### config.mk
export PLATFORM = sky130hd
export DESIGN_NAME = exp_golomb_stream_decoder
export DESIGN_NICKNAME = d
export VERILOG_FILES = /design/src/sv/egsd_pkg.sv /design/src/sv/exp_golomb_stream_decoder.sv /design/src/sv/egsd_bit_unit.sv /design/src/sv/egsd_ctrl.sv
export SDC_FILE = /design/constraint.sdc
export NUM_CORES = 1
export LEC_CHECK = 0
export ABC_AREA = 1
export BUFFER_PORTS_ARGS = -buffer_cell sky130_fd_sc_hd__buf_2
export CAP_MARGIN = 20
export CELL_PAD_IN_SITES_DETAIL_PLACEMENT = 2
export CELL_PAD_IN_SITES_GLOBAL_PLACEMENT = 2
export CORE_MARGIN = 4
export CORE_UTILIZATION = 41
export DETAILED_ROUTE_END_ITERATION = 6
export PLACE_DENSITY = 0.86
export SYNTH_ARGS = -nofsm -noshare
export SYNTH_HDL_FRONTEND = slang
export SYNTH_HIERARCHICAL = 1
export SYNTH_SLANG_ARGS = --single-unit
### constraint.sdc
create_clock -name clk -period 11 [get_ports clk]
set_input_delay 2.2 -clock clk [delete_from_list [all_inputs] [get_ports clk]]
set_output_delay 2.2 -clock clk [all_outputs]
set_load 0.01 [all_outputs]
### src/sv/egsd_pkg.sv
// ============================================================================
// egsd_pkg
// Shared types and constants for the exp-golomb stream decoder
// ============================================================================
package egsd_pkg;

    localparam int MAX_PREFIX_DEF = 31;   // longest legal zero prefix
    localparam int PLEN_W         = 6;    // prefix length / suffix counter width
    localparam int CODE_W         = 32;   // decoded value width
    localparam int BYTE_W         = 8;
    localparam int BIT_CNT_W      = 3;    // bit position within a byte
    localparam int ZRUN_W         = 2;

    localparam logic [BYTE_W-1:0] ESC_BYTE  = 8'h03;
    localparam logic [ZRUN_W-1:0] ZRUN_SAT  = 2'd2;

    typedef enum logic [1:0] {
        ST_IDLE,
        ST_BITS,
        ST_FLUSH
    } egsd_state_t;

    // sequencer to shared bit unit and output stage
    typedef struct packed {
        logic step;      // consume one bit this cycle
        logic clear;     // start of unit, clear decoder state
        logic bit_in;    // current stream bit, msb first
        logic idle;      // sequencer waits for an item
        logic flush;     // hand the held result over as the last of its byte
    } egsd_ctrl_t;

    // output stage back to the sequencer
    typedef struct packed {
        logic emit;        // current bit finishes a code
        logic pend_valid;  // a finished result is held back
        logic out_free;    // output register can take a result
    } egsd_stat_t;

    // one finished code
    typedef struct packed {
        logic              emit;
        logic              err;
        logic [CODE_W-1:0] uval;
        logic [CODE_W-1:0] sval;
    } egsd_res_t;

endpackage

### src/sv/exp_golomb_stream_decoder.sv
// ============================================================================
// exp_golomb_stream_decoder
// Order-0 exp-golomb ue/se decoder on a byte stream with escape removal
// ============================================================================
// Takes one stream byte per input item and decodes its bits msb first, one
// bit per clock unless stalled, as back-to-back order-0 exp-golomb codes; each
// finished code leaves as one output item with its ue value, its se mapping,
// a prefix error flag (tuser) and a last-in-byte mark (tlast). With cfg escape
// removal on, a 0x03 byte after two or more zero bytes is dropped and gives no
// items. tuser high on an input item clears the zero run and any partly read
// code. An accepted byte is taken while the sequencer is idle, its eight bits
// are then stepped through the shared bit unit, and its final result, if it
// has any, is handed over in a flush state; a dropped escape byte is only
// accepted. No byte is taken before the last is through. A finished result
// is held back one code so that tlast can be set; a bit cycle that finishes
// a code stalls while that held result cannot enter the output register.
module exp_golomb_stream_decoder #(
    parameter int MAX_PREFIX = egsd_pkg::MAX_PREFIX_DEF
) (
    input  logic                           clk,
    input  logic                           rst_n,
    // configuration: escape_removal_enable
    input  logic                           cfg_we,
    input  logic                           cfg_wdata,
    // input items
    input  logic                           s_tvalid,
    output logic                           s_tready,
    input  logic [egsd_pkg::BYTE_W-1:0]    s_tdata,    // [7:0] data_byte
    input  logic                           s_tuser,    // [0] start_of_unit
    // result items
    output logic                           m_tvalid,
    input  logic                           m_tready,
    output logic [2*egsd_pkg::CODE_W-1:0]  m_tdata,    // [31:0] unsigned_value,
                                                       // [63:32] signed_value
    output logic                           m_tuser,    // [0] prefix_error
    output logic                           m_tlast     // last_in_byte
);
    import egsd_pkg::*;

    // escape removal enable, on after reset
    logic              esc_en_reg;

    egsd_ctrl_t        ctrl;
    egsd_stat_t        stat;
    egsd_res_t         res;

    // held-back result, waiting to learn whether it closes its byte
    logic              pend_valid_reg, pend_valid_next;
    logic [CODE_W-1:0] pend_uval_reg;
    logic [CODE_W-1:0] pend_sval_reg;
    logic              pend_err_reg;

    // output register
    logic              out_valid_reg, out_valid_next;
    logic [CODE_W-1:0] out_uval_reg;
    logic [CODE_W-1:0] out_sval_reg;
    logic              out_err_reg;
    logic              out_last_reg;

    logic              out_free;
    logic              push_step;
    logic              out_load;

    always_ff @(posedge clk or negedge rst_n)
    begin
        if (!rst_n)
            esc_en_reg <= 1'b1;
        else if (cfg_we)
            esc_en_reg <= cfg_wdata;
    end

    egsd_ctrl u_ctrl (
        .clk      (clk),
        .rst_n    (rst_n),
        .s_tvalid (s_tvalid),
        .s_tready (s_tready),
        .s_tdata  (s_tdata),
        .s_tuser  (s_tuser),
        .esc_en   (esc_en_reg),
        .stat     (stat),
        .ctrl     (ctrl)
    );

    egsd_bit_unit #(
        .MAX_PREFIX (MAX_PREFIX)
    ) u_bit_unit (
        .clk   (clk),
        .rst_n (rst_n),
        .ctrl  (ctrl),
        .res   (res)
    );

    assign out_free        = !out_valid_reg || m_tready;
    assign stat.emit       = res.emit;
    assign stat.pend_valid = pend_valid_reg;
    assign stat.out_free   = out_free;

    // a new code pushes the held one out as not last; flush sends it as last
    assign push_step = ctrl.step && res.emit;
    assign out_load  = (push_step && pend_valid_reg) || ctrl.flush;

    always_comb
    begin
        pend_valid_next = pend_valid_reg;
        if (push_step)
            pend_valid_next = 1'b1;
        else if (ctrl.flush)
            pend_valid_next = 1'b0;

        out_valid_next = out_valid_reg;
        if (out_load)
            out_valid_next = 1'b1;
        else if (m_tready)
            out_valid_next = 1'b0;
    end

    always_ff @(posedge clk or negedge rst_n)
    begin
        if (!rst_n)
        begin
            pend_valid_reg <= 1'b0;
            out_valid_reg  <= 1'b0;
        end
        else
        begin
            pend_valid_reg <= pend_valid_next;
            out_valid_reg  <= out_valid_next;
        end
    end

    always_ff @(posedge clk)
    begin
        if (out_load)
        begin
            out_uval_reg <= pend_uval_reg;
            out_sval_reg <= pend_sval_reg;
            out_err_reg  <= pend_err_reg;
            out_last_reg <= ctrl.flush;
        end
        if (push_step)
        begin
            pend_uval_reg <= res.uval;
            pend_sval_reg <= res.sval;
            pend_err_reg  <= res.err;
        end
    end

    assign m_tvalid = out_valid_reg;
    assign m_tdata  = {out_sval_reg, out_uval_reg};
    assign m_tuser  = out_err_reg;
    assign m_tlast  = out_last_reg;

    // nothing is held back once the sequencer waits for the next byte
    a_idle_no_pending: assert property (@(posedge clk) disable iff (!rst_n)
        ctrl.idle |-> !pend_valid_reg)
        else $error("result held back while sequencer idle");

    // a code never finishes while the held result is stuck behind a full output
    a_no_overwrite: assert property (@(posedge clk) disable iff (!rst_n)
        (push_step && pend_valid_reg) |-> out_free)
        else $error("held result overwritten");

    // a flush always shows up as the last item of its byte
    a_flush_last: assert property (@(posedge clk) disable iff (!rst_n)
        ctrl.flush |=> (m_tvalid && m_tlast))
        else $error("flush did not present a last item");

endmodule

### src/sv/egsd_bit_unit.sv
// ============================================================================
// egsd_bit_unit
// Shared one-bit exp-golomb decode step with its code state
// ============================================================================
module egsd_bit_unit #(
    parameter int MAX_PREFIX = egsd_pkg::MAX_PREFIX_DEF
) (
    input  logic               clk,
    input  logic               rst_n,
    input  egsd_pkg::egsd_ctrl_t ctrl,
    output egsd_pkg::egsd_res_t  res
);
    import egsd_pkg::*;

    logic              reading_reg, reading_next;
    logic [PLEN_W-1:0] plen_reg, plen_next;
    logic [PLEN_W-1:0] srem_reg, srem_next;
    logic [CODE_W-1:0] accum_reg, accum_next;

    logic [PLEN_W-1:0] plen_inc;
    logic [CODE_W-1:0] word;       // leading one followed by the suffix
    logic [CODE_W-1:0] half;
    logic              emit;
    logic              err;

    assign plen_inc = plen_reg + PLEN_W'(1);

    // code word w = 2^len + suffix, ue = w - 1
    always_comb
    begin
        emit         = 1'b0;
        err          = 1'b0;
        word         = '0;
        reading_next = reading_reg;
        plen_next    = plen_reg;
        srem_next    = srem_reg;
        accum_next   = accum_reg;

        if (!reading_reg)
        begin
            if (!ctrl.bit_in)
            begin
                plen_next = plen_inc;
                if (plen_inc > PLEN_W'(MAX_PREFIX))
                begin
                    emit      = 1'b1;
                    err       = 1'b1;
                    plen_next = '0;
                end
            end
            else if (plen_reg == '0)
            begin
                emit = 1'b1;
                word = CODE_W'(1);
            end
            else
            begin
                reading_next = 1'b1;
                srem_next    = plen_reg;
                accum_next   = CODE_W'(1);
            end
        end
        else
        begin
            accum_next = {accum_reg[CODE_W-2:0], ctrl.bit_in};
            srem_next  = srem_reg - PLEN_W'(1);
            if (srem_reg == PLEN_W'(1))
            begin
                emit         = 1'b1;
                word         = accum_next;
                reading_next = 1'b0;
                plen_next    = '0;
                srem_next    = '0;
                accum_next   = '0;
            end
        end
    end

    assign half = {1'b0, word[CODE_W-1:1]};

    always_comb
    begin
        res.emit = emit;
        res.err  = err;
        if (err)
        begin
            res.uval = '0;
            res.sval = '0;
        end
        else
        begin
            res.uval = word - CODE_W'(1);
            res.sval = word[0] ? (CODE_W'(0) - half) : half;
        end
    end

    always_ff @(posedge clk or negedge rst_n)
    begin
        if (!rst_n)
        begin
            reading_reg <= 1'b0;
            plen_reg    <= '0;
            srem_reg    <= '0;
            accum_reg   <= '0;
        end
        else if (ctrl.clear)
        begin
            reading_reg <= 1'b0;
            plen_reg    <= '0;
            srem_reg    <= '0;
            accum_reg   <= '0;
        end
        else if (ctrl.step)
        begin
            reading_reg <= reading_next;
            plen_reg    <= plen_next;
            srem_reg    <= srem_next;
            accum_reg   <= accum_next;
        end
    end

endmodule

### src/sv/egsd_ctrl.sv
// ============================================================================
// egsd_ctrl
// Byte sequencer: escape removal, zero run tracking, bit stepping
// ============================================================================
module egsd_ctrl (
    input  logic                         clk,
    input  logic                         rst_n,
    input  logic                         s_tvalid,
    output logic                         s_tready,
    input  logic [egsd_pkg::BYTE_W-1:0]  s_tdata,
    input  logic                         s_tuser,
    input  logic                         esc_en,
    input  egsd_pkg::egsd_stat_t         stat,
    output egsd_pkg::egsd_ctrl_t         ctrl
);
    import egsd_pkg::*;

    egsd_state_t          state_reg, state_next;
    logic [BIT_CNT_W-1:0] cnt_reg;
    logic [BYTE_W-1:0]    byte_reg;
    logic [ZRUN_W-1:0]    zrun_reg;

    logic                 accept;
    logic                 drop;
    logic                 fire;
    logic                 last_step;
    logic [ZRUN_W-1:0]    zrun_eff;

    assign accept    = (state_reg == ST_IDLE) && s_tvalid;
    assign zrun_eff  = s_tuser ? '0 : zrun_reg;
    assign drop      = esc_en && (zrun_eff == ZRUN_SAT) && (s_tdata == ESC_BYTE);
    // a bit that finishes a code waits while the held result cannot move on
    assign fire      = (state_reg == ST_BITS)
                       && (!stat.emit || !stat.pend_valid || stat.out_free);
    assign last_step = fire && (cnt_reg == {BIT_CNT_W{1'b1}});

    always_comb
    begin
        state_next = state_reg;
        unique case (state_reg)
            ST_IDLE:
            begin
                if (accept && !drop)
                    state_next = ST_BITS;
            end
            ST_BITS:
            begin
                if (last_step)
                    state_next = (stat.pend_valid || stat.emit) ? ST_FLUSH : ST_IDLE;
            end
            ST_FLUSH:
            begin
                if (stat.out_free)
                    state_next = ST_IDLE;
            end
            default:
            begin
                state_next = ST_IDLE;
            end
        endcase
    end

    always_comb
    begin
        s_tready    = 1'b0;
        ctrl.step   = 1'b0;
        ctrl.clear  = 1'b0;
        ctrl.flush  = 1'b0;
        ctrl.idle   = 1'b0;
        ctrl.bit_in = byte_reg[BYTE_W-1];
        unique case (state_reg)
            ST_IDLE:
            begin
                s_tready   = 1'b1;
                ctrl.idle  = 1'b1;
                ctrl.clear = accept && s_tuser;
            end
            ST_BITS:
            begin
                ctrl.step = fire;
            end
            ST_FLUSH:
            begin
                ctrl.flush = stat.out_free;
            end
            default:
            begin
                s_tready = 1'b0;
            end
        endcase
    end

    always_ff @(posedge clk or negedge rst_n)
    begin
        if (!rst_n)
        begin
            state_reg <= ST_IDLE;
            cnt_reg   <= '0;
            zrun_reg  <= '0;
        end
        else
        begin
            state_reg <= state_next;
            if (accept)
            begin
                cnt_reg <= '0;
                if (drop || (s_tdata != '0))
                    zrun_reg <= '0;
                else if (zrun_eff == ZRUN_SAT)
                    zrun_reg <= ZRUN_SAT;
                else
                    zrun_reg <= zrun_eff + ZRUN_W'(1);
            end
            else if (fire)
            begin
                cnt_reg <= cnt_reg + BIT_CNT_W'(1);
            end
        end
    end

    always_ff @(posedge clk)
    begin
        if (accept)
            byte_reg <= s_tdata;
        else if (fire)
            byte_reg <= {byte_reg[BYTE_W-2:0], 1'b0};
    end

endmodule

==> impl_metrics.json <==
{
  "drc_errors": 0,
  "power_leakage_nw": 4.67,
  "fin_setup_tns_ns": 0,
  "io_buffers": 82,
  "core-area_um2": 21800,
  "fin_nets": 1025,
  "path_clk_slew_ns": 0.08,
  "root_buffer": "clkbuf_16",
  "grt_max_degree": 67,
  "layout_common_cells": "210 x nand2_1, 139 x edfxtp_1, 104 x inv_1",
  "arrival_ns": 4.79,
  "crit_end": "u_bit_unit/accum_reg[2]$_DFFE_PN0P_",
  "rr_worst_depth": 14,
  "initial_core_util_pct": 41.6,
  "cts_tree": "yes",
  "cts_resized": 0,
  "fin_area_um2": 10300,
  "finClkSkew_ns": 0.0165,
  "routed_wl_um": 33800,
  "critPathLaunch": "u_bit_unit/reading_reg$_DFFE_PN0P_",
  "first_global_vias": 8230,
  "power.total_mw": 2.58,
  "drive_above_1_share_pct": 17.5,
  "cts.sinks": 193,
  "ioPinCount": 83,
  "fin_util_pct": 47.1,
  "cts_made_buffers": 17,
  "track_usage_pct": 27.9,
  "critPathRequiredTime_ns": 11.34,
  "drv_cap": 0,
  "die_x_um": 157,
  "ant_nets": 0,
  "synth_area_um2": 9070,
  "synthCells": 919,
  "hold_class": "reg2reg",
  "critical_path_class": "reg2reg",
  "dieArea_um2": 24600,
  "clk-insertion-delay-late_ns": 0.46,
  "power_density_nw_per_um2": 250,
  "n_fill_cell": 2279,
  "antenna_found_initial": 1,
  "overflow": 0,
  "dp_hpwl_um": 20700,
  "finalSetupViolations": 0,
  "hold_violations": 0,
  "fin_cells": 1292,
  "gp_congestion": 0.805,
  "die_y_um": 157,
  "post_cts_buffers": 0,
  "cts.htree.levels": 4,
  "pre_cts_slack_ns": 6.40,
  "final_common_cell": "nand2_1",
  "regArea_um2": 5530,
  "wire_per_inst_um": 26.2,
  "dr.pass1.iters": 4,
  "rows": 54,
  "irDropWorstVdd_v": 0.000124,
  "placedCellCount": 1260,
  "rsz0062_at_grt": "false",
  "syn_nets": 945,
  "setup_ws_ns": 6.54,
  "relSlewSlack_pct": 35.0,
  "cp-start-kind": "flop",
  "rr_endpoint": "u_bit_unit/accum_reg[2]$_DFFE_PN0P_",
  "viasPerCell": 5.72,
  "syn_to_final_growth_pct": 13.4,
  "status": "completed",
  "regToRegSetupSlack_ns": 6.54,
  "finalCritPeriodShare_pct": 40.5,
  "r2r-start": "u_bit_unit/reading_reg$_DFFE_PN0P_",
  "multi_input_area_um2": 2940,
  "insertedDiodeCount": 0,
  "crit_fanout": 43,
  "slew_violations": 0,
  "ys_warn_count": 6,
  "syn_avg_cell_area_um2": 9.87,
  "holdBufCountCts": 0,
  "clock.fmax_mhz": 224,
  "worst_slew_pin_slew_ns": 0.975,
  "grt_pass1_wl_um": 50800,
  "endpoint_kind": "flop",
  "cts_buffer_depth": 2,
  "num_vias": 7388,
  "min_period_ns": 4.46,
  "drtIter0Drc": 629,
  "place_area_um2": 9710,
  "fin_hold_ws_ns": 0.425
}
-- layout make-up --
class	instances	share of cell area (%)
Sequential cell	193	53.7
Tap cell	280	3.41
Clock inverter	15	1.46
Multi-Input combinational cell	583	28.6
Inverter	116	4.24
Clock buffer	17	4.13
Timing Repair Buffer	88	4.43
-- routing by layer --
metal  global-route usage [%]  share of wire, %
met5                    0.794                 0
met2                     50.1                53
met3                     5.03               4.9
met4                     14.0               4.5
met1                     31.7                38
-- worst max-delay path: stages, from the launching register on --
cell      delay, ns
dfrtp_1        0.69
inv_2          0.30
nand2_1        0.16
nor2_4         0.39
inv_2          0.38
nand2_1        0.28
nand3_1        0.18
nand2_2        0.15
clkinv_2       0.15
nand3_1        0.17
nand2_1        0.07
buf_4          0.26
inv_1          0.74
nand2_1        0.23
o31ai_1        0.15
-- how the worst min path moves through the flow --
stage / from / endpoint / slack [ns] / depth (start not counted)
after floorplan: pend_err_reg$_DFFE_PP_ / m_tuser$_DFFE_PP_ / 0.40 / 0
after global placement: pend_sval_reg[13]$_DFFE_PP_ / out_sval_reg[13]$_DFFE_PP_ / 0.40 / 0
after detailed placement: pend_uval_reg[27]$_DFFE_PP_ / out_uval_reg[27]$_DFFE_PP_ / 0.41 / 0
after CTS: pend_sval_reg[12]$_DFFE_PP_ / out_sval_reg[12]$_DFFE_PP_ / 0.43 / 0
after global routing: pend_sval_reg[30]$_DFFE_PP_ / out_sval_reg[30]$_DFFE_PP_ / 0.43 / 0
final: pend_sval_reg[22]$_DFFE_PP_ / out_sval_reg[22]$_DFFE_PP_ / 0.43 / 0
-- power by group --
group,internal [mW],switching (mW)
combinational,0.198,0.615
clock,0.320,0.318
sequential,1.02,0.105
(Power assumes the default switching activity.)
